--- src/rtl/spk_pkg.sv ---
// Shared types, register indexes and helpers for the Speck128/256 counter-mode cipher.
package spk_pkg;

  localparam int WORD_W  = 64;
  localparam int COUNT_W = 5;
  localparam int INDEX_W = 3;

  // Configuration register indexes
  localparam logic [INDEX_W-1:0] REG_KEY_WORD0 = 3'd0;
  localparam logic [INDEX_W-1:0] REG_KEY_WORD1 = 3'd1;
  localparam logic [INDEX_W-1:0] REG_KEY_WORD2 = 3'd2;
  localparam logic [INDEX_W-1:0] REG_KEY_WORD3 = 3'd3;
  localparam logic [INDEX_W-1:0] REG_NONCE     = 3'd4;

  localparam int ROT_DATA = 8;
  localparam int ROT_KEY  = 3;

  typedef struct packed {
    logic [WORD_W-1:0]  data_lo;
    logic [WORD_W-1:0]  data_hi;
    logic [COUNT_W-1:0] byte_count;
    logic               last;
  } in_word_t;

  typedef struct packed {
    logic [WORD_W-1:0]  out_lo;
    logic [WORD_W-1:0]  out_hi;
    logic [COUNT_W-1:0] out_count;
    logic               out_last;
  } out_word_t;

  // State carried from one round cell to the next
  typedef struct packed {
    logic [WORD_W-1:0] x;
    logic [WORD_W-1:0] y;
    logic [WORD_W-1:0] rk;
    logic [WORD_W-1:0] s0;
    logic [WORD_W-1:0] s1;
    logic [WORD_W-1:0] s2;
    in_word_t          word;
  } cell_t;

  // Byte-lane mask: lane j of the low word is kept when count > j,
  // lane j of the high word when count > j + 8.
  function automatic logic [WORD_W-1:0] lane_mask(input logic [COUNT_W-1:0] count,
                                                  input logic               upper);
    logic [WORD_W-1:0] m;
    logic [COUNT_W-1:0] lim;
    m = '0;
    for (int j = 0; j < 8; j++) begin
      lim = upper ? COUNT_W'(j + 8) : COUNT_W'(j);
      m[j*8 +: 8] = (count > lim) ? 8'hFF : 8'h00;
    end
    return m;
  endfunction

endpackage

--- src/rtl/spk_out_stage.sv ---
// Output register: XOR keystream into the data word and zero the unused bytes.
module spk_out_stage (
  input  logic              clk,
  input  logic              rst,
  input  logic              up_valid,
  input  spk_pkg::cell_t    up_state,
  output logic              up_ready,
  output logic              out_valid,
  output spk_pkg::out_word_t out_word,
  input  logic              out_stall
);
  import spk_pkg::*;

  out_word_t out_word_next;

  assign up_ready = !out_valid || !out_stall;

  always_comb begin
    out_word_next.out_lo    = (up_state.word.data_lo ^ up_state.y)
                              & lane_mask(up_state.word.byte_count, 1'b0);
    out_word_next.out_hi    = (up_state.word.data_hi ^ up_state.x)
                              & lane_mask(up_state.word.byte_count, 1'b1);
    out_word_next.out_count = up_state.word.byte_count;
    out_word_next.out_last  = up_state.word.last;
  end

  always_ff @(posedge clk) begin
    if (rst) begin
      out_valid <= 1'b0;
    end else if (up_ready) begin
      out_valid <= up_valid;
    end
  end

  always_ff @(posedge clk) begin
    if (up_ready && up_valid) begin
      out_word <= out_word_next;
    end
  end

endmodule

--- config.mk ---
export PLATFORM = sky130hd
export DESIGN_NAME = spk_out_stage
export DESIGN_NICKNAME = d
export VERILOG_FILES = /design/src/rtl/spk_pkg.sv /design/src/rtl/spk_out_stage.sv
export SDC_FILE = /design/constraint.sdc
export NUM_CORES = 1
export LEC_CHECK = 0
export ABC_AREA = 1
export BUFFER_PORTS_ARGS = -buffer_cell sky130_fd_sc_hd__buf_2
export CORE_AREA = 8 8 249 251
export CTS_BUF_LIST = sky130_fd_sc_hd__clkbuf_8
export DETAILED_ROUTE_END_ITERATION = 6
export DIE_AREA = 0 0 257 259
export GPL_ROUTABILITY_DRIVEN = 0
export PLACE_DENSITY = 0.37
export SYNTH_ARGS = -nofsm -noshare
export SYNTH_HDL_FRONTEND = slang
export SYNTH_SLANG_ARGS = --single-unit
--- constraint.sdc ---
create_clock -name clk -period 11.65 [get_ports clk]
set_clock_uncertainty 0.05 [all_clocks]
set_input_delay 2.33 -clock clk [delete_from_list [all_inputs] [get_ports clk]]
set_output_delay 2.33 -clock clk [all_outputs]
set_load 0.005 [all_outputs]
---- Yosys cells after proc, flatten, opt, wreduce, memory -nomap -nowiden ----
Index checks and enable logic that the tools add are counted.
word-level totals
  register bits after elaboration ......... 135
  latch bits .............................. 0
  bits in writable memories ............... 0
  bits in read-only memories .............. 0
  bits of input ports ..................... 522
  output and inout port bits .............. 136
  logic and storage cells ................. 45
  memories kept ........................... 0
cells by class
  $add $sub $neg .......................... 0
  multiply operators ...................... 0
  div/mod/pow operators ................... 0
  order comparisons ....................... 16
  equality and inequality tests ........... 0
  shift operators ......................... 0
  multiplexer cells ....................... 16
  bitwise gates (word level) .............. 4
  reductions and logical operators ........ 4
operators with widths
  operator                                                              number
  64-bit bitwise AND                                                    2
  8-bit 2-to-1 mux                                                      16
  64-bit XOR                                                            2
  5-bit by 4-bit > comparator with 1-bit output, second input constant  8
  5-bit by 3-bit > comparator with 1-bit output, second input constant  4
  5-bit by 1-bit > comparator with 1-bit output, second input constant  2
  5-bit by 2-bit > comparator with 1-bit output, second input constant  2
  1-bit logical NOT                                                     2
  1-bit logical AND                                                     1
  1-bit logical OR                                                      1

---- Longest topological paths before layout ----
Gate-level depths: netlist of run 1.
  depth in word-level cells ............... 3
  mapped depth ............................ 6
  gate-level depth less buffers ........... 6

---- Worst setup path before layout of run 1 ----
Ideal clock, no wire load.
  path type ............................... input-to-reg
  start point ............................. in up_valid
  end point ............................... reg out_word[0] in the netlist's numbering (enable)
  library setup time ...................... 0.671 ns
  arrival time ............................ 8.821 ns
  data required time ...................... 10.929 ns
  setup slack ............................. 2.107 ns
  cell stages on the path ................. 2
  buffers on the path ..................... 0
  path through ............................ inv_1 > a21oi_1
between the ends
  longest elaborated chain between the ends .. 1
ends and longest elaborated chain
  element               RTL line             text
  from (decl)           spk_out_stage.sv:5   input logic up_valid,
  1-bit logical AND     spk_out_stage.sv:36  if (up_ready && up_valid) begin
  to (signal assigned)  spk_out_stage.sv:37  out_word <= out_word_next;
  to (decl)             spk_out_stage.sv:9   output spk_pkg::out_word_t out_word,
Every way passes these cells.
A chain may end at the register's enable or synchronous reset.

---- Worst setup path after layout of run 1 ----
  start point ............................. in out_stall
  end point ............................... out up_ready
between the ends
  longest elaborated chain between the ends .. 2
ends and longest elaborated chain
  element            RTL line             text
  from (decl)        spk_out_stage.sv:10  input logic out_stall
  1-bit logical NOT  spk_out_stage.sv:16  assign up_ready = !out_valid || !out_stall;
  1-bit logical OR   spk_out_stage.sv:16
  to (decl)          spk_out_stage.sv:7   output logic up_ready,
Every way passes these cells.

==> run_results.csv, run 1 <==
group,metric,value,unit
sta,tns,0,ns
global_route,grt_overflow,0,
clock_tree,cts_root_buf,"clkbuf_8",
clock_tree,post_cts_resized,0,
placement,portBuffers,401,
placement,placed_cell_area,0.008984,mm2
synth,yosysWarnings,0,
synth,synth_area_leader_cell,"edfxtp_1",
die,start_util,10.28,%
sta,slew_violations,0,
pwr,switching_share,27.00,%
route,dr.pass1.iters,4,
setup_path,end_kind,"output pin",
placement,post-place-ws,6.568,ns
die,rows,89,
pwr,p_comb_share,17.1,%
sta,grt_setup_unrepaired,"no",
clock_tree,htreeDepth,4,
die,core_area,0.05824,mm2
pwr,pwr_density_cell,129.2,mW/mm2
synth,synth_area_leaders,"edfxtp_1, xnor2_1, xor2_1",
final_layout,fin_nets,1415,
status,run_status,"finished clean",
synth,syn_area,0.005988,mm2
setup_path,path_cells,"buf_2, nand2_1, buf_2",
clock_tree,cts.sinks,135,
job,cap_violations,0,
setup_path,critical_path_class,"in -> out",
pwr,seqPwrFrac,49.3,%
clock_tree,clkTransAtPathRegs,0.08,ns
synth,ys_types,19,
route,vias,4898,
clock_tree,clock_latency,0.53,ns
pwr,p_switching,0.3267,mW
route,wl_met3,3031,um
global_route,grt_usage,7.923,%
sta,slew-limit-headroom,40.00,%
global_route,grt_pass1_wl,37100,um
route,via_per_inst,2.917,
die,die_w,257,um
setup_path,cpMostUsedCell,"buf_2",
synth,synth_top_area_share,67.20,%
clock_tree,cts_made_buffers,17,
final_layout,syn2layout_area_growth,56.37,%
setup_path,required,9.27,ns
sta,tightest_slew,0.8999,ns
sta,post-route-period-util,43.55,%
die,die_h,259,um
sta,timing.fmax,197.1,MHz
sta,finalWorstSetupSlack,6.577,ns
synth,synth_fp_nets,994,
route,topRoutingLayerUsed,"met5",
setup_path,crit_arrival,2.69,ns
route,drtAntennaViolNets,0,
pwr,p_int,0.8832,mW
pwr,vdd_ir_drop_max,0.00007025,V
setup_path,cp_slowest_cell,"buf_2",
route,avgRoutedWirePerCell,15.81,um
die,ios,658,
global_route,grt_max_degree,63,
setup_path,crit_path_start_kind,"input pin",
global_route,grt_pass1_vias,5370,
sta,hold_viol_final,0,
clock_tree,post-cts-setup-buffers,0,
synth,seq_area_frac_synth,67.53,%
clock_tree,clockBufferDepth,2,
die,die_area,0.06656,mm2
pwr,p_leak,4.138,nW
clock_tree,cts_hold_buf,0,
final_layout,final_cell_area,0.009364,mm2
synth,syn_inst,472,
min_path,min_path_type,"reg -> reg",
setup_path,crit_path_max_incr_delay,0.14,ns
placement,dp_hpwl,22000,um
route,route.detailed.drc,0,
route,wl,26540,um
route,drt-met1-wl,11280,um
synth,ys_ff_latch,135,
route,drtIter0Drc,156,
clock_tree,cts_tree,"built",
global_route,antenna_found_initial,9,
synth,syn_avg_cell_area,12.69,um2
pwr,pwr-share-clk,33.6,%
sta,setup-violations-final,0,
route,met2WireLength,11790,um
setup_path,crit_fanout,2,
final_layout,drive_gt1_share,49.34,%
sta,fin_crit,5.073,ns
final_layout,final_core_util,16.08,%
[flip-flops by register name, summed over array words and instances (netlist names)]
register   cells
out_valid      1
out_word     134
[final cells by class]
cell class,instances,area [um2]
clock buffer,17,234.0
timing repair buffer,404,2029
antenna,2,5.005
clock inverter,13,141.4
tap,773,967.2
sequential,135,4044
inverter,47,176.4
fill,6584,48880
multi-input combinational,288,1767
[cell usage in the layout (no fill, tap or decap)]
cell type	instances
a21oi_1	15
a21oi_4	1
buf_2	401
buf_4	3
bufinv_16	3
clkbuf_8	17
clkinv_1	3
clkinv_2	2
clkinvlp_4	3
dfxtp_1	1
diode_2	2
edfxtp_1	134
inv_1	48
inv_2	1
nand2_1	47
nand2_2	10
nand3_1	2
nand3_2	1
nor2_1	80
nor2_4	2
o21ai_0	9
o21ai_1	5
o21ai_2	1
o21ai_4	1
xnor2_1	74
xor2_1	40
[power by group through the flow]
stage / sequential [mW] / combinational [mW] / clock [mW]
global placement: 0.608 / 0.216 / 0
detailed placement: 0.609 / 0.216 / 0
global route: 0.602 / 0.233 / 0.454
finish: 0.597 / 0.206 / 0.407
floorplan: 0.620 / 0.0718 / 0
CTS: 0.598 / 0.216 / 0.442
[metrics by stage]
stage	hold slack, ns	total power [mW]	cells
final	0.4976	1.210	1679
after CTS	0.4958	1.256	1677
after global routing	0.5396	1.288	1677
after floorplan	0.4500	0.6914	472
after detailed placement	0.4823	0.8241	1647
after global placement	0.4694	0.8240	1647
[synthesized netlist by cell type (all sizes together)]
cell    instances
o21ai          16
nor2           82
a21oi          16
inv            47
buf             2
nand2          57
xnor2          74
dfxtp           1
xor2           40
nand3           3
edfxtp        134
[worst max-delay path: cells and delay by family]
kind	cells	cell delay [ns]
buffers and inverters	2	0.28
AND/OR/NAND/NOR	1	0.08
[cells by family (layout without fill, tap and decap cells)]
group | after synthesis | in the layout | synth area share, %
flip-flops | 135 | 135 | 67.53
other | 0 | 2 | 0
XOR/XNOR | 114 | 114 | 16.67
AO/OA/AOI/OAI | 32 | 32 | 2.925
buffers and inverters | 49 | 481 | 3.155
AND/OR/NAND/NOR | 142 | 142 | 9.716
[per-layer routing]
metal,track usage [%],vias to the layer above
li1,-,2397
met1,9.142,2161
met2,11.85,300
met3,4.917,30
met4,2.875,10
met5,0,-
[final timing paths]
check	start	end	slack, ns	depth (start not counted)
max	out_stall	up_ready	6.58	3
min	out_valid	out_valid	0.50	2
max reg2reg	out_valid	out_word[39]	9.52	2
min reg2reg	out_valid	out_valid	0.50	2
(Power assumes the default switching activity.)
==> inputs of run 2 (changes only) <==
clock period = 4.8 ns   (was 11.65 ns; I/O delays follow)
==> run_results.csv, run 2 (synthesized netlist as in run 1, its figures left out) <==
group,metric,value,unit
clock_tree,cts_made_buffers,17,
global_route,antenna_found_initial,4,
route,vias,4924,
clock_tree,cts_root_buf,"clkbuf_8",
sta,finalWorstSetupSlack,2.420,ns
setup_path,critical_path_class,"in -> reg",
sta,setup-violations-final,0,
clock_tree,clock_latency,0.51,ns
placement,portBuffers,401,
die,core_area,0.05824,mm2
route,drtIter0Drc,184,
sta,tns,0,ns
clock_tree,cts.sinks,135,
sta,tightest_slew,0.5518,ns
global_route,grt_usage,8.014,%
sta,slew_violations,0,
pwr,p_leak,4.166,nW
final_layout,fin_nets,1414,
sta,slew-limit-headroom,63.21,%
die,die_area,0.06656,mm2
final_layout,reg_top3,"out_word: 134 flops, out_valid: 1 flops",
final_layout,final_common_cell,"buf_2",
sta,fin_crit,2.380,ns
setup_path,end_kind,"flop",
route,route.detailed.drc,0,
final_layout,syn2layout_area_growth,57.58,%
setup_path,required,5.03,ns
final_layout,largest_reg_flops,134,
clock_tree,clkTransAtPathRegs,0.09,ns
die,die_h,259,um
die,rows,89,
pwr,p_int,2.217,mW
final_layout,drive_gt1_share,49.94,%
clock_tree,post-cts-setup-buffers,0,
sta,grt_setup_unrepaired,"no",
sta,timing.fmax,420.2,MHz
clock_tree,post_cts_resized,0,
route,avgRoutedWirePerCell,16.02,um
placement,placed_cells,1646,
global_route,grt_overflow,0,
pwr,pwr_density_cell,323.3,mW/mm2
final_layout,largest-register,"out_word",
pwr,p_switching,0.8332,mW
clock_tree,cts_hold_buf,0,
route,drtAntennaViolNets,0,
pwr,switching_share,27.31,%
clock_tree,clockBufferDepth,2,
die,start_util,10.28,%
min_path,min_path_type,"reg -> reg",
job,cap_violations,0,
pwr,pwr-share-clk,36.0,%
die,ios,658,
status,run_status,"finished clean",
clock_tree,htreeDepth,4,
route,via_per_inst,2.934,
final_layout,most-common-layout-cells,"buf_2, edfxtp_1, nor2_1",
pwr,power,3.051,mW
setup_path,crit_fanout,13,
route,wl,26880,um
pwr,vdd_ir_drop_max,0.0001671,V
sta,hold_viol_final,0,
clock_tree,cts_tree,"built",
setup_path,crit_path_start_kind,"input pin",
placement,post-place-ws,1.726,ns
sta,post-route-period-util,49.57,%
final_layout,insertedDiodeCount,0,
global_route,grt_max_degree,80,
placement,dp_hpwl,22120,um
setup_path,crit_arrival,2.61,ns
final_layout,instances_no_fill,1678,
global_route,grt_pass1_vias,5422,
pwr,seqPwrFrac,47.4,%
pwr,p_comb_share,16.5,%
global_route,grt_pass1_wl,37830,um
route,dr.pass1.iters,6,
die,die_w,257,um
run 2: cell count changes in the layout (fill, tap and decap cells not counted), sizes merged:
cell	before	now
diode	2	0
buf	404	403
bufinv	3	4
clkinv	5	6
run 2: worst max-delay path, stage by stage:
cell     delay (ns)
buf_2          0.23
inv_2          0.22
nand2_2        0.35
nor2_4         0.39
nand2_2        0.20
nand2_1        0.17
inv_1          0.05
run 2: layout make-up:
cell class	count	area, um2
Clock buffer	17	234.0
Clock inverter	15	201.4
Fill cell	6569	48800
Inverter	47	176.4
Multi-Input combinational cell	288	1767
Sequential cell	135	4044
Tap cell	773	967.2
Timing Repair Buffer	403	2047
run 2: per-stage QoR:
stage	cell area, um2	utilization (%)	hold slack (ns)
6_report	9437	16.20	0.4696
5_1_grt	9437	16.20	0.4535
4_1_cts	9437	16.20	0.4245
3_5_place_dp	9001	15.46	0.4588
3_3_place_gp	9001	15.46	0.4585
2_1_floorplan	6000	-	0.4822
run 2: power groups by stage:
stage	Combinational [mW]	Clock, mW	Sequential [mW]
after floorplan	0.175	0	1.49
after global placement	0.530	0	1.48
after detailed placement	0.529	0	1.48
after CTS	0.530	1.19	1.45
after global routing	0.570	1.21	1.46
final	0.504	1.10	1.45
run 2: layer usage:
layer / global-route usage [%] / share of wire, % / wire length [um] / up-vias
met5: 0 / 0.16 / 43 / -
met4: 3.346 / 1.7 / 452 / 6
met3: 4.023 / 9.4 / 2527 / 24
met2: 12.11 / 44 / 11960 / 291
met1: 9.555 / 44 / 11900 / 2206
li1: - / - / - / 2397
run 2: worst paths after layout:
path                     from            end  slack [ns]  depth (start not counted)
setup reg to reg    out_valid  out_word[126]        3.30                          2
setup / recovery  up_state[5]   out_word[71]        2.42                          7
hold / removal      out_valid      out_valid        0.47                          2
hold reg to reg     out_valid      out_valid        0.47                          2
