===== src/rtl/spk_pkg.sv =====
// Shared types, register indexes and helpers for the Speck128/256 counter-mode cipher.
package spk_pkg;

  localparam int WORD_W  = 64;
  localparam int COUNT_W = 5;
  localparam int INDEX_W = 3;

  // Configuration register indexes
  localparam logic [INDEX_W-1:0] REG_KEY_WORD0 = 3'd0;
  localparam logic [INDEX_W-1:0] REG_KEY_WORD1 = 3'd1;
  localparam logic [INDEX_W-1:0] REG_KEY_WORD2 = 3'd2;
  localparam logic [INDEX_W-1:0] REG_KEY_WORD3 = 3'd3;
  localparam logic [INDEX_W-1:0] REG_NONCE     = 3'd4;

  localparam int ROT_DATA = 8;
  localparam int ROT_KEY  = 3;

  typedef struct packed {
    logic [WORD_W-1:0]  data_lo;
    logic [WORD_W-1:0]  data_hi;
    logic [COUNT_W-1:0] byte_count;
    logic               last;
  } in_word_t;

  typedef struct packed {
    logic [WORD_W-1:0]  out_lo;
    logic [WORD_W-1:0]  out_hi;
    logic [COUNT_W-1:0] out_count;
    logic               out_last;
  } out_word_t;

  // State carried from one round cell to the next
  typedef struct packed {
    logic [WORD_W-1:0] x;
    logic [WORD_W-1:0] y;
    logic [WORD_W-1:0] rk;
    logic [WORD_W-1:0] s0;
    logic [WORD_W-1:0] s1;
    logic [WORD_W-1:0] s2;
    in_word_t          word;
  } cell_t;

  // Byte-lane mask: lane j of the low word is kept when count > j,
  // lane j of the high word when count > j + 8.
  function automatic logic [WORD_W-1:0] lane_mask(input logic [COUNT_W-1:0] count,
                                                  input logic               upper);
    logic [WORD_W-1:0] m;
    logic [COUNT_W-1:0] lim;
    m = '0;
    for (int j = 0; j < 8; j++) begin
      lim = upper ? COUNT_W'(j + 8) : COUNT_W'(j);
      m[j*8 +: 8] = (count > lim) ? 8'hFF : 8'h00;
    end
    return m;
  endfunction

endpackage


===== src/rtl/spk_round_cell.sv =====
// One Speck round on the counter block and one key schedule round, registered.
module spk_round_cell #(
  parameter int ROUND_IDX = 0
) (
  input  logic          clk,
  input  logic          rst,
  input  logic          up_valid,
  input  spk_pkg::cell_t up_state,
  output logic          up_ready,
  output logic          valid,
  output spk_pkg::cell_t state,
  input  logic          down_ready
);
  import spk_pkg::*;

  cell_t             state_next;
  logic [WORD_W-1:0] x_new;
  logic [WORD_W-1:0] s_new;

  assign up_ready = !valid || down_ready;

  always_comb begin
    x_new = ({up_state.x[ROT_DATA-1:0], up_state.x[WORD_W-1:ROT_DATA]} + up_state.y)
            ^ up_state.rk;
    s_new = ({up_state.s0[ROT_DATA-1:0], up_state.s0[WORD_W-1:ROT_DATA]} + up_state.rk)
            ^ WORD_W'(ROUND_IDX);
    state_next      = up_state;
    state_next.x    = x_new;
    state_next.y    = {up_state.y[WORD_W-ROT_KEY-1:0], up_state.y[WORD_W-1:WORD_W-ROT_KEY]}
                      ^ x_new;
    state_next.rk   = {up_state.rk[WORD_W-ROT_KEY-1:0], up_state.rk[WORD_W-1:WORD_W-ROT_KEY]}
                      ^ s_new;
    // rotate the schedule words so the next cell always works on s0
    state_next.s0   = up_state.s1;
    state_next.s1   = up_state.s2;
    state_next.s2   = s_new;
  end

  always_ff @(posedge clk) begin
    if (rst) begin
      valid <= 1'b0;
    end else if (up_ready) begin
      valid <= up_valid;
    end
  end

  always_ff @(posedge clk) begin
    if (up_ready && up_valid) begin
      state <= state_next;
    end
  end

endmodule


===== config.mk =====
export PLATFORM = sky130hd
export DESIGN_NAME = spk_round_cell
export DESIGN_NICKNAME = d
export VERILOG_FILES = /design/src/rtl/spk_pkg.sv /design/src/rtl/spk_round_cell.sv
export SDC_FILE = /design/constraint.sdc
export NUM_CORES = 1
export LEC_CHECK = 0
export BUFFER_PORTS_ARGS = -buffer_cell sky130_fd_sc_hd__buf_4
export CAP_MARGIN = 40
export CORE_AREA = 2 2 400 402
export DETAILED_ROUTE_END_ITERATION = 16
export DIE_AREA = 0 0 402 404
export HOLD_SLACK_MARGIN = 0.1
export PLACE_DENSITY = 0.38
export SLEW_MARGIN = 20
export SYNTH_ARGS = -nofsm -noshare
export SYNTH_HDL_FRONTEND = slang
export SYNTH_SLANG_ARGS = --single-unit

===== constraint.sdc =====
create_clock -name clk -period 13.3 [get_ports clk]
set_input_delay 1.33 -clock clk [delete_from_list [all_inputs] [get_ports clk]]
set_output_delay 1.33 -clock clk [all_outputs]
set_load 0.01 [all_outputs]

**Word level (Yosys, flattened, before mapping)**

Cells that the tools add are included.

- Output and inout bits: 520
- Input bits: 522
- Flip-flop bits (word level): 519

- Reduce and logical (&&, ||, !) cells: 3
- $add $sub $neg: 2
- Bitwise logic cells: 3

Operators with widths:

| kind | number |
|---|---|
| $xor A64 B64 Y64 | 3 |
| $add A64 B64 Y64 | 2 |
| $logic_and A1 B1 Y1 | 1 |
| $logic_not A1 Y1 | 1 |
| $logic_or A1 B1 Y1 | 1 |

**Longest topological paths before layout**

Gate-level depths: netlist of the first run.

- Word-level depth: 3
- Depth in mapped cells: 13
- Mapped depth without buffers: 13

**Least setup slack after synthesis of the first run**

Ideal clock, no wire load.

- Path type: input to register
- Start: input port down_ready
- End: register state[0] in the netlist's numbering (enable)
- Path slack: -915 ps
- Arrival time: 13263 ps
- Required time: 12348 ps
- Library setup time: 952 ps
- Path buffers: 0
- Stages: 2
- Cells stage by stage: nand2b_1 and2_1

- Word-level cells in the longest chain between the ends: 2

RTL lines:

| item | RTL line | text |
|---|---|---|
| start: declaration | spk_round_cell.sv:12 | `input logic down_ready` |
| $logic_or A1 B1 Y1 | spk_round_cell.sv:20 | `assign up_ready = !valid \|\| down_ready;` |
| $logic_and A1 B1 Y1 | spk_round_cell.sv:48 | `if (up_ready && up_valid) begin` |
| end signal: assignment | spk_round_cell.sv:49 | `state <= state_next;` |
| end: declaration | spk_round_cell.sv:11 | `output spk_pkg::cell_t state,` |

No other way between the ends.
A chain may end at the register's enable or synchronous reset.

==> flow_metrics.tcl, run 1 <==
set metrics [dict create \
    status "completed" \
    layout_worst_path_cycle_share_pct 35.05 \
    antenna_found_initial 85 \
    grt_pass1_wl_mm 193.4 \
    cts_tree "yes" \
    grt_max_degree 165 \
    syn_inst 1875 \
    synthSimpleGateAreaFrac_pct 6.762 \
    dp_cells 4949 \
    setup_tns_ns 0 \
    critPathMaxStageDelay_ns 0.59 \
    io_pins 1042 \
    viasPerCell 4.081 \
    grt_overflow 0 \
    critPathMaxFanout 4 \
    clkLatencyLatePin_ns 0.67 \
    path_clk_slew_ns 0.06 \
    area_growth_syn_to_layout_pct 51.27 \
    synth_top_family_by_area "compound AO/OA/AOI/OAI gates" \
    ys.flop_type "edfxtp_1" \
    worst_pin_slew_ns 1.131 \
    num-nets-final 3603 \
    setup_viol 0 \
    clock-sinks 519 \
    yosysSeqAreaShare_pct 62.12 \
    synth_fa_ha_area_share_pct 6.448 \
    synth-xor-area-share_pct 11.51 \
    fin_cells 5095 \
    start_kind "input pin" \
    first_iter_violations 1206 \
    grt_pass1_vias 20783 \
    pre_cts_slack_ns 7.844 \
    hold_violations 0 \
    htree_levels 3 \
    routabilityCongestion 0.8831 \
    slew_headroom_pct 24.60 \
    ys_seq_elements 519 \
    worstPathRequired_ns 13.67 \
    coreArea_um2 157800 \
    design_area_um2 37930 \
    synth_edf_count 518 \
    crit_buf_inv 2 \
    fin_crit_ns 4.662 \
    cp_slowest_cell "xor2_1" \
    syn-cell-area_um2 25070 \
    slew_violations 0 \
    finish.utilization_pct 24.03 \
    drive_gt1_share_pct 39.63 \
    dp_hpwl_mm 128.9 \
    ctsHoldBuffers 0 \
    cp_top_family "compound AO/OA/AOI/OAI gates" \
    die_area_um2 162400 \
    muxShareOfSynthArea_pct 0 \
    power_density_nw_per_um2 143.4 \
    wl_per_cell_um 29.45 \
    synth_nets 2525 \
    crit_chain "buf_4 > ha_1 > inv_1 > fa_1 > nor2b_1 > o2111ai_1 > a311o_1 > nand4b_1 > o211ai_1 > nand2b_1 > a21oi_1 > o31a_1 > xnor2_1 > xor2_1" \
    path_class "in -> reg" \
    drc_errors 0 \
    synth_compound_area_share_pct 11.74 \
    dpl-instance-area_um2 35480 \
    wirelength_mm 150.1 \
    fin_ws_ns 8.638 \
    fmax_ghz 0.2145 \
    cts_setup_buffers 0 \
    cp.arrival_ns 5.03 \
    numCtsBuffers 73 \
    grt_setup_unrepaired "no" \
    power_leakage_nw 15.36 \
    syn_avg_cell_area_um2 13.37 \
    rows 146 \
    min_path_type "reg -> reg" \
    ys_types 76 \
    max-vdd-ir-drop_uv 87.57 \
    via_count 20793 \
    drt.antenna.violating_nets 0 \
    async_reset_ff_share_pct 0 \
    maxCapViolCount 0 \
    port_buffers 1041 \
    start_util_pct 15.89 \
    clock_path_buffers 3 \
    root_buffer "clkbuf_16" \
    post_cts_resized 0 \
    die_h_um 404 \
    yosysWarnings 0 \
    endpoint_kind "flip-flop" \
    grt.total_usage_pct 17.71 \
    drt_pass1_iterations 5 \
    skew_ns 0.02300 \
    die_x_um 402 \
]
[flip-flops by register name, indices dropped and copies added (netlist names)]
name,cells
valid,1
state,518
[placed cells by master, fill, tap and decap left out, drive strengths merged, types with 5 or more instances in the layout]
| cell | count |
|---|---|
| buf | 1065 |
| edfxtp | 518 |
| xor2 | 182 |
| a21oi | 168 |
| xnor2 | 136 |
| ha | 126 |
| nand2 | 115 |
| o21ai | 93 |
| clkbuf | 82 |
| nor2 | 71 |
| a21o | 60 |
| nand4 | 39 |
| inv | 36 |
| clkinv | 35 |
| nand3 | 30 |
| o21bai | 28 |
| o21a | 16 |
| nor2b | 16 |
| nor3 | 15 |
| nand2b | 14 |
| o211ai | 14 |
| and3 | 11 |
| a211oi | 11 |
| diode | 10 |
| or3 | 9 |
| a31oi | 9 |
| o31ai | 9 |
| clkinvlp | 7 |
| a21boi | 7 |
| and2 | 7 |
| nor4 | 6 |
| a221o | 6 |
| bufinv | 5 |
[Yosys cell counts (7+ instances only)]
library cell  instances  area share [%]
o21bai_1             28            0.84
nand3_1              30            0.60
and3_1               11            0.27
o21a_1               16            0.48
inv_1                30            0.45
nor2b_1              16            0.40
nand4_1              39            0.97
ha_1                126             6.3
o21ai_0              85             1.7
clkbuf_1             58            0.87
nand2b_1             14            0.35
nand2_1             115             1.7
nor2_1               71             1.1
o31ai_1               8            0.24
nor3_1               15            0.30
and2_1                7            0.17
a21o_1               60             1.8
a21oi_1             164             3.3
o21ai_1               7            0.14
or3_1                 9            0.22
xnor2_1             135             4.7
a31oi_1               9            0.22
xor2_1              182             6.4
o211ai_1             12            0.36
a211oi_1             10            0.30
edfxtp_1            518              62
[final timing paths]
path                                    start          to  slack, ns  depth (start not counted)
worst max-delay path            up_state[390]  state[434]       8.64                         14
worst min-delay path                    valid       valid       0.72                          2
worst max register to register          valid  state[417]      10.32                          5
worst min register to register          valid       valid       0.72                          2
[layout make-up]
class,instances,area [um2]
Fill cell,16980,119900
Sequential cell,519,15570
Multi-Input combinational cell,1264,9143
Timing Repair Buffer,1065,8074
Tap cell,2072,2592
Clock buffer,82,1861
Clock inverter,53,544.3
Inverter,30,112.6
Antenna cell,10,25.02
[metrics by stage]
step / power, mW / hold WS, ns
2_1_floorplan: 2.731 / 0.5929
3_3_place_gp: 3.491 / 0.6994
3_5_place_dp: 3.496 / 0.6931
4_1_cts: 5.542 / 0.7027
5_1_grt: 5.680 / 0.7385
6_report: 5.437 / 0.7235
[layer usage]
layer | part of all wire [%] | vias to the layer above | global-route usage, %
li1 | - | 9259 | -
met1 | 38 | 10376 | 19.79
met2 | 53 | 897 | 33.32
met3 | 6.1 | 255 | 4.561
met4 | 2.3 | 6 | 3.970
met5 | 0.025 | - | 0
[where the power goes]
group	leakage (nW)	internal [mW]	switching [mW]
Sequential	5.02	2.05	0.0630
Combinational	9.20	0.548	0.782
Clock	1.14	1.13	0.863
[logic make-up after synthesis]
family / count (synthesis)
DFF: 519
AOI/OAI and AO/OA: 464
and+or+nand+nor: 350
xor gates and xnor gates: 322
adders and majority gates: 128
buffers and inverters: 92
[worst min-delay path: cells and delay by family (launching register included)]
family	cells	cell delay, ns
AOI/OAI and AO/OA	1	0.08
DFF	1	0.43
and+or+nand+nor	1	0.18
No activity file was read; power rests on OpenSTA's default activity.
==> run 2: changes to the inputs <==
==> constraint.sdc (replaced) <==
create_clock -name clk -period 4.2 [get_ports clk]
set_input_delay 0.42 -clock clk [delete_from_list [all_inputs] [get_ports clk]]
set_output_delay 0.42 -clock clk [all_outputs]
set_load 0.01 [all_outputs]
==> flow_metrics.tcl, run 2 (synthesized netlist as in run 1, its figures left out) <==
set metrics [dict create \
    coreArea_um2 157800 \
    first_iter_violations 1174 \
    wl_met3_mm 9.874 \
    grt_setup_unrepaired "no" \
    met1_length_mm 54.79 \
    drive_gt1_share_pct 35.98 \
    start_kind "input pin" \
    power_density_nw_per_um2 413.6 \
    r2r_slack_ns 2.15 \
    fin_ws_ns 0.2066 \
    crit_chain "dlygate4sd3_1 > buf_4 > ha_1 > nor2b_1 > o2111ai_1 > a311o_1 > nand4b_1 > o2111ai_1 > nand2_1 > a31oi_1 > o31ai_1 > xnor2_1 > xor2_1" \
    cp_top_family "compound AO/OA/AOI/OAI gates" \
    via_count 22099 \
    io_pins 1042 \
    fin_crit_ns 3.993 \
    port_buffers 1041 \
    clock_path_buffers 3 \
    largest-register "state" \
    critPathMaxStageDelay_ns 0.68 \
    worstPathRequired_ns 4.60 \
    fmax_ghz 0.2504 \
    num-nets-final 4024 \
    largest_register_ffs 518 \
    viasPerCell 4.001 \
    p_seq_share_pct 38.6 \
    drt.antenna.violating_nets 0 \
    finish.utilization_pct 26.58 \
    pre_cts_slack_ns 0.03243 \
    cts_setup_buffers 0 \
    skew_ns 0.03676 \
    wirelength_mm 149.1 \
    drc_errors 0 \
    hold_violations 0 \
    die_area_um2 162400 \
    clkLatencyLatePin_ns 0.68 \
    htree_levels 3 \
    dp_hpwl_mm 127.7 \
    slew_headroom_pct 36.94 \
    grt_pass1_wl_mm 195.8 \
    numCtsBuffers 71 \
    slew_violations 0 \
    cp.arrival_ns 4.39 \
    power_leakage_nw 17.11 \
    design_area_um2 41960 \
    wl_per_cell_um 27.00 \
    path_class "in -> reg" \
    drt_pass1_iterations 5 \
    crit_buf_inv 2 \
    layout_worst_path_cycle_share_pct 95.08 \
    cp_slowest_cell "o2111ai_1" \
    area_growth_syn_to_layout_pct 67.34 \
    worst_pin_slew_ns 0.9391 \
    grt_pass1_vias 23043 \
    highest_layer "met5" \
    cts_tree "yes" \
    path_clk_slew_ns 0.06 \
    p_comb_share_pct 26.7 \
    antenna_found_initial 86 \
    clock-sinks 519 \
    switchingPower_mw 5.401 \
    endpoint_kind "flip-flop" \
    reg.largest.list "state x518, valid x1" \
    rows 146 \
    grt.total_usage_pct 17.69 \
    start_util_pct 15.89 \
    die_h_um 404 \
    p_int_mw 11.95 \
    die_x_um 402 \
    max-vdd-ir-drop_uv 333.0 \
    grt_overflow 0 \
    status "completed" \
    cpMostUsedCell "o2111ai_1" \
    p_total_mw 17.35 \
    route.met2.wl_mm 79.98 \
    p_clk_share_pct 34.8 \
    hold_ws_ns 0.1561 \
    maxCapViolCount 0 \
    dpl-instance-area_um2 35900 \
    routabilityCongestion 0.8749 \
    grt_max_degree 101 \
    sw_frac_of_total_pct 31.12 \
    min_path_type "in -> reg" \
    root_buffer "clkbuf_16" \
    critPathMaxFanout 4 \
    final_cell_mix "1110 x buf_4, 518 x edfxtp_1, 371 x dlygate4sd3_1, 182 x xor2_1, 164 x a21oi_1" \
    setup_viol 0 \
    layout_commonest_cell "buf_4" \
]
run 2: cell count changes in the layout (fill, tap and decap cells not counted), moves of 5 or more:
cell	before	now
dlygate4sd3_1	0	371
diode_2	10	25
clkbuf_1	9	19
clkinv_2	8	3
buf_12	2	7
buf_4	1058	1110
run 2: area by class of cell:
class                           count  area (um2)
Clock inverter                     36       422.9
Tap cell                         2072        2592
Timing Repair Buffer             1488       12190
Inverter                           30       112.6
Antenna cell                       25       62.56
Sequential cell                   519       15570
Clock buffer                       90        1848
Multi-Input combinational cell   1264        9155
Fill cell                       16708      115900
run 2: worst paths after layout:
kind / startpoint / to / depth (start not counted)
setup / recovery: up_state[392] / state[450] / 13
hold / removal: up_state[433] / state[436] / 2
setup reg to reg: valid / state[302] / 3
hold reg to reg: valid / state[383] / 2
run 2: routing by layer:
| layer | vias up | GRT usage, % |
|---|---|---|
| met3 | 268 | 5.189 |
| li1 | 10114 | - |
| met4 | 14 | 4.577 |
| met5 | - | 0 |
| met1 | 10839 | 18.74 |
| met2 | 864 | 33.80 |
run 2: timing repair:
item | in CTS | in global routing
resized for setup | 0 | 1
endpoints found under the hold margin | 370 | 0
setup endpoints to repair | 0 | 1
hold buffers | 371 | 0
run 2: power by group through the flow:
stage | sequential (mW) | combinational [mW] | clock, mW
after floorplan | 7.08 | 1.53 | 0
after global placement | 6.79 | 4.35 | 0
after CTS | 6.70 | 4.71 | 6.30
final | 6.69 | 4.63 | 6.03
after detailed placement | 6.80 | 4.35 | 0
after global routing | 6.74 | 4.95 | 6.44
run 2: through the flow:
step	std cells	TNS [ns]
finish	5524	0
global placement	5001	0
CTS	5499	0
global route	5509	0
detailed placement	5002	0
floorplan	1875	-205.19
run 2: worst register-to-register path: cells and delay by family, from the launching register on:
kind          cells  cell delay, ns
buf+inv           1            0.54
simple gates      2            0.68
flops             1            0.33
==> run 3: changes to the inputs <==
--- a/config.mk
+++ b/config.mk
@@ -5,13 +5,15 @@
 export SDC_FILE = /design/constraint.sdc
 export NUM_CORES = 1
 export LEC_CHECK = 0
+export ABC_AREA = 1
 export BUFFER_PORTS_ARGS = -buffer_cell sky130_fd_sc_hd__buf_4
 export CAP_MARGIN = 40
-export CORE_AREA = 2 2 400 402
+export CORE_AREA = 2 2 403 405
 export DETAILED_ROUTE_END_ITERATION = 16
-export DIE_AREA = 0 0 402 404
+export DIE_AREA = 0 0 405 407
 export HOLD_SLACK_MARGIN = 0.1
-export PLACE_DENSITY = 0.38
+export MAX_ROUTING_LAYER = met4
+export PLACE_DENSITY = 0.41
 export SLEW_MARGIN = 20
 export SYNTH_ARGS = -nofsm -noshare
 export SYNTH_HDL_FRONTEND = slang
==> flow_metrics.tcl, run 3 <==
set metrics [dict create \
    cpMostUsedCell "nand2_2" \
    drt.antenna.violating_nets 0 \
    crit_buf_inv 3 \
    status "completed" \
    route.met2.wl_mm 96.81 \
    worst_pin_slew_ns 0.8153 \
    yosysWarnings 0 \
    p_total_mw 17.94 \
    setup_viol 0 \
    crit_chain "dlygate4sd3_1 > buf_4 > ha_1 > nand2_2 > nor2_2 > nand2_1 > clkinv_1 > nand3_1 > nand2_2 > xor2_2 > xor2_1" \
    cts_tree "yes" \
    power_leakage_nw 23.00 \
    critPathMaxFanout 4 \
    fill_cells 17260 \
    post_cts_resized 0 \
    routabilityCongestion 0.9478 \
    port_buffers 1041 \
    layout_commonest_cell "nand2_1" \
    numCtsBuffers 72 \
    rows 147 \
    endpoint_kind "flip-flop" \
    clkLatencyLatePin_ns 0.66 \
    grt.total_usage_pct 22.46 \
    hold_violations 0 \
    ys.flop_type "edfxtp_1" \
    dp_hpwl_mm 163.7 \
    layout_worst_path_cycle_share_pct 78.73 \
    die_x_um 405 \
    antenna_found_initial 75 \
    area_growth_syn_to_layout_pct 54.83 \
    power_density_nw_per_um2 383.8 \
    clock_path_buffers 3 \
    syn-cell-area_um2 30180 \
    root_buffer "clkbuf_16" \
    syn_inst 3522 \
    fin_ws_ns 0.8932 \
    drc_errors 0 \
    slew_headroom_pct 45.64 \
    cp.arrival_ns 3.67 \
    cts_setup_buffers 0 \
    pre_cts_slack_ns 0.8365 \
    synth_common_cells "1327 x nand2_1, 734 x inv_1, 518 x edfxtp_1" \
    die_h_um 407 \
    start_util_pct 18.84 \
    dp_cells 6740 \
    ctsHoldBuffers 339 \
    largest-register "state" \
    synth_area_leaders "edfxtp_1 52%, nand2_1 17%, inv_1 9.1%" \
    via_count 28972 \
    grt_overflow 0 \
    fin_cells 7237 \
    yosys.area.top_type "edfxtp_1" \
    finish.utilization_pct 29.17 \
    io_pins 1042 \
    yosys.area.top_type_share_pct 51.54 \
    async_reset_ff_share_pct 0 \
    start_kind "input pin" \
    drt_pass1_iterations 7 \
    htree_levels 3 \
    wirelength_mm 185.8 \
    num-nets-final 5643 \
    skew_ns 0.02950 \
    slew_violations 0 \
    synthMostInstantiatedCell "nand2_1" \
    synth_nets 4172 \
    ys_seq_elements 519 \
    drive_gt1_share_pct 25.68 \
    coreArea_um2 160200 \
    wl_met3_mm 12.48 \
    cp_slowest_cell "xor2_1" \
    wl_per_cell_um 25.68 \
    yosysSeqAreaShare_pct 51.61 \
    final_cell_mix "1327 x nand2_1, 1053 x buf_4, 734 x inv_1, 518 x edfxtp_1, 339 x dlygate4sd3_1" \
    highest_layer "met4" \
    fin_crit_ns 3.307 \
    synth_edf_count 518 \
    syn_avg_cell_area_um2 8.569 \
    fmax_ghz 0.3024 \
    first_iter_violations 1809 \
    max-vdd-ir-drop_uv 242.6 \
    clock-sinks 519 \
    critPathMaxStageDelay_ns 0.65 \
    largest_register_ffs 518 \
    reg.largest.list "state x518, valid x1" \
    path_class "in -> reg" \
    grt_max_degree 92 \
    met1_length_mm 71.70 \
    min_path_type "in -> reg" \
    maxCapViolCount 0 \
    grt_pass1_vias 29817 \
    die_area_um2 164800 \
    cp_top_family "XOR/XNOR gates" \
    ys_types 32 \
    path_clk_slew_ns 0.06 \
    grt_pass1_wl_mm 242.2 \
    worstPathRequired_ns 4.57 \
    grt_setup_unrepaired "no" \
    viasPerCell 4.003 \
]
[run 3: cell type report]
type | instances | area (um2) | share of cell area [%]
Multi-Input combinational cell | 2256 | 11810 | 25.28
Clock buffer | 85 | 1872 | 4.006
Tap cell | 2160 | 2703 | 5.784
Antenna cell | 26 | 65.06 | 0.1392
Inverter | 747 | 2804 | 6.000
Sequential cell | 519 | 15580 | 33.33
Timing Repair Buffer | 1397 | 11400 | 24.39
Clock inverter | 47 | 498.0 | 1.066
[run 3: metrics by stage]
step                      area (um2)  TNS (ns)  hold slack (ns)
final                          46730         0           0.1330
after floorplan                30190  -2741.68           0.4817
after global placement         40890         0           0.5718
after global routing           46720         0           0.1100
after detailed placement       40900         0           0.5705
after CTS                      46660         0           0.1002
[run 3: path summary, 6_finish.rpt]
kind	slack (ns)	cells after the start	endpoint	start
worst max-delay path	0.89	11	state[351]	up_state[345]
worst min-delay path	0.13	3	state[432]	up_state[429]
worst max register to register	2.03	2	state[67]	valid
worst min register to register	1.10	2	state[266]	valid
[run 3: cells by family after synthesis]
logic type               synth area share (%)
flip-flops                              51.61
AND/OR/NAND/NOR                         24.86
adder cells (fa/ha/maj)                 5.356
buffers and inverters                   9.291
XOR/XNOR                                7.019
AO/OA/AOI/OAI                           1.866
[run 3: worst register-to-register path, delay by kind of cell (launching register included)]
| kind | cells | cell delay [ns] |
|---|---|---|
| AO/OA/AOI/OAI | 1 | 0.60 |
| buffers and inverters | 1 | 0.79 |
| flip-flops | 1 | 0.38 |
[run 3: routing by layer]
metal | up-vias | GRT usage [%]
met5 | - | -
met4 | 0 | 6.265
met3 | 238 | 5.329
met2 | 1007 | 40.64
met1 | 13751 | 24.40
li1 | 13976 | -
[run 3: power breakdown]
part | internal, mW | total, mW | switching (mW)
clock network | 3.60 | 6.28 | 2.68
registers | 6.43 | 6.63 | 0.200
logic | 1.95 | 5.03 | 3.08
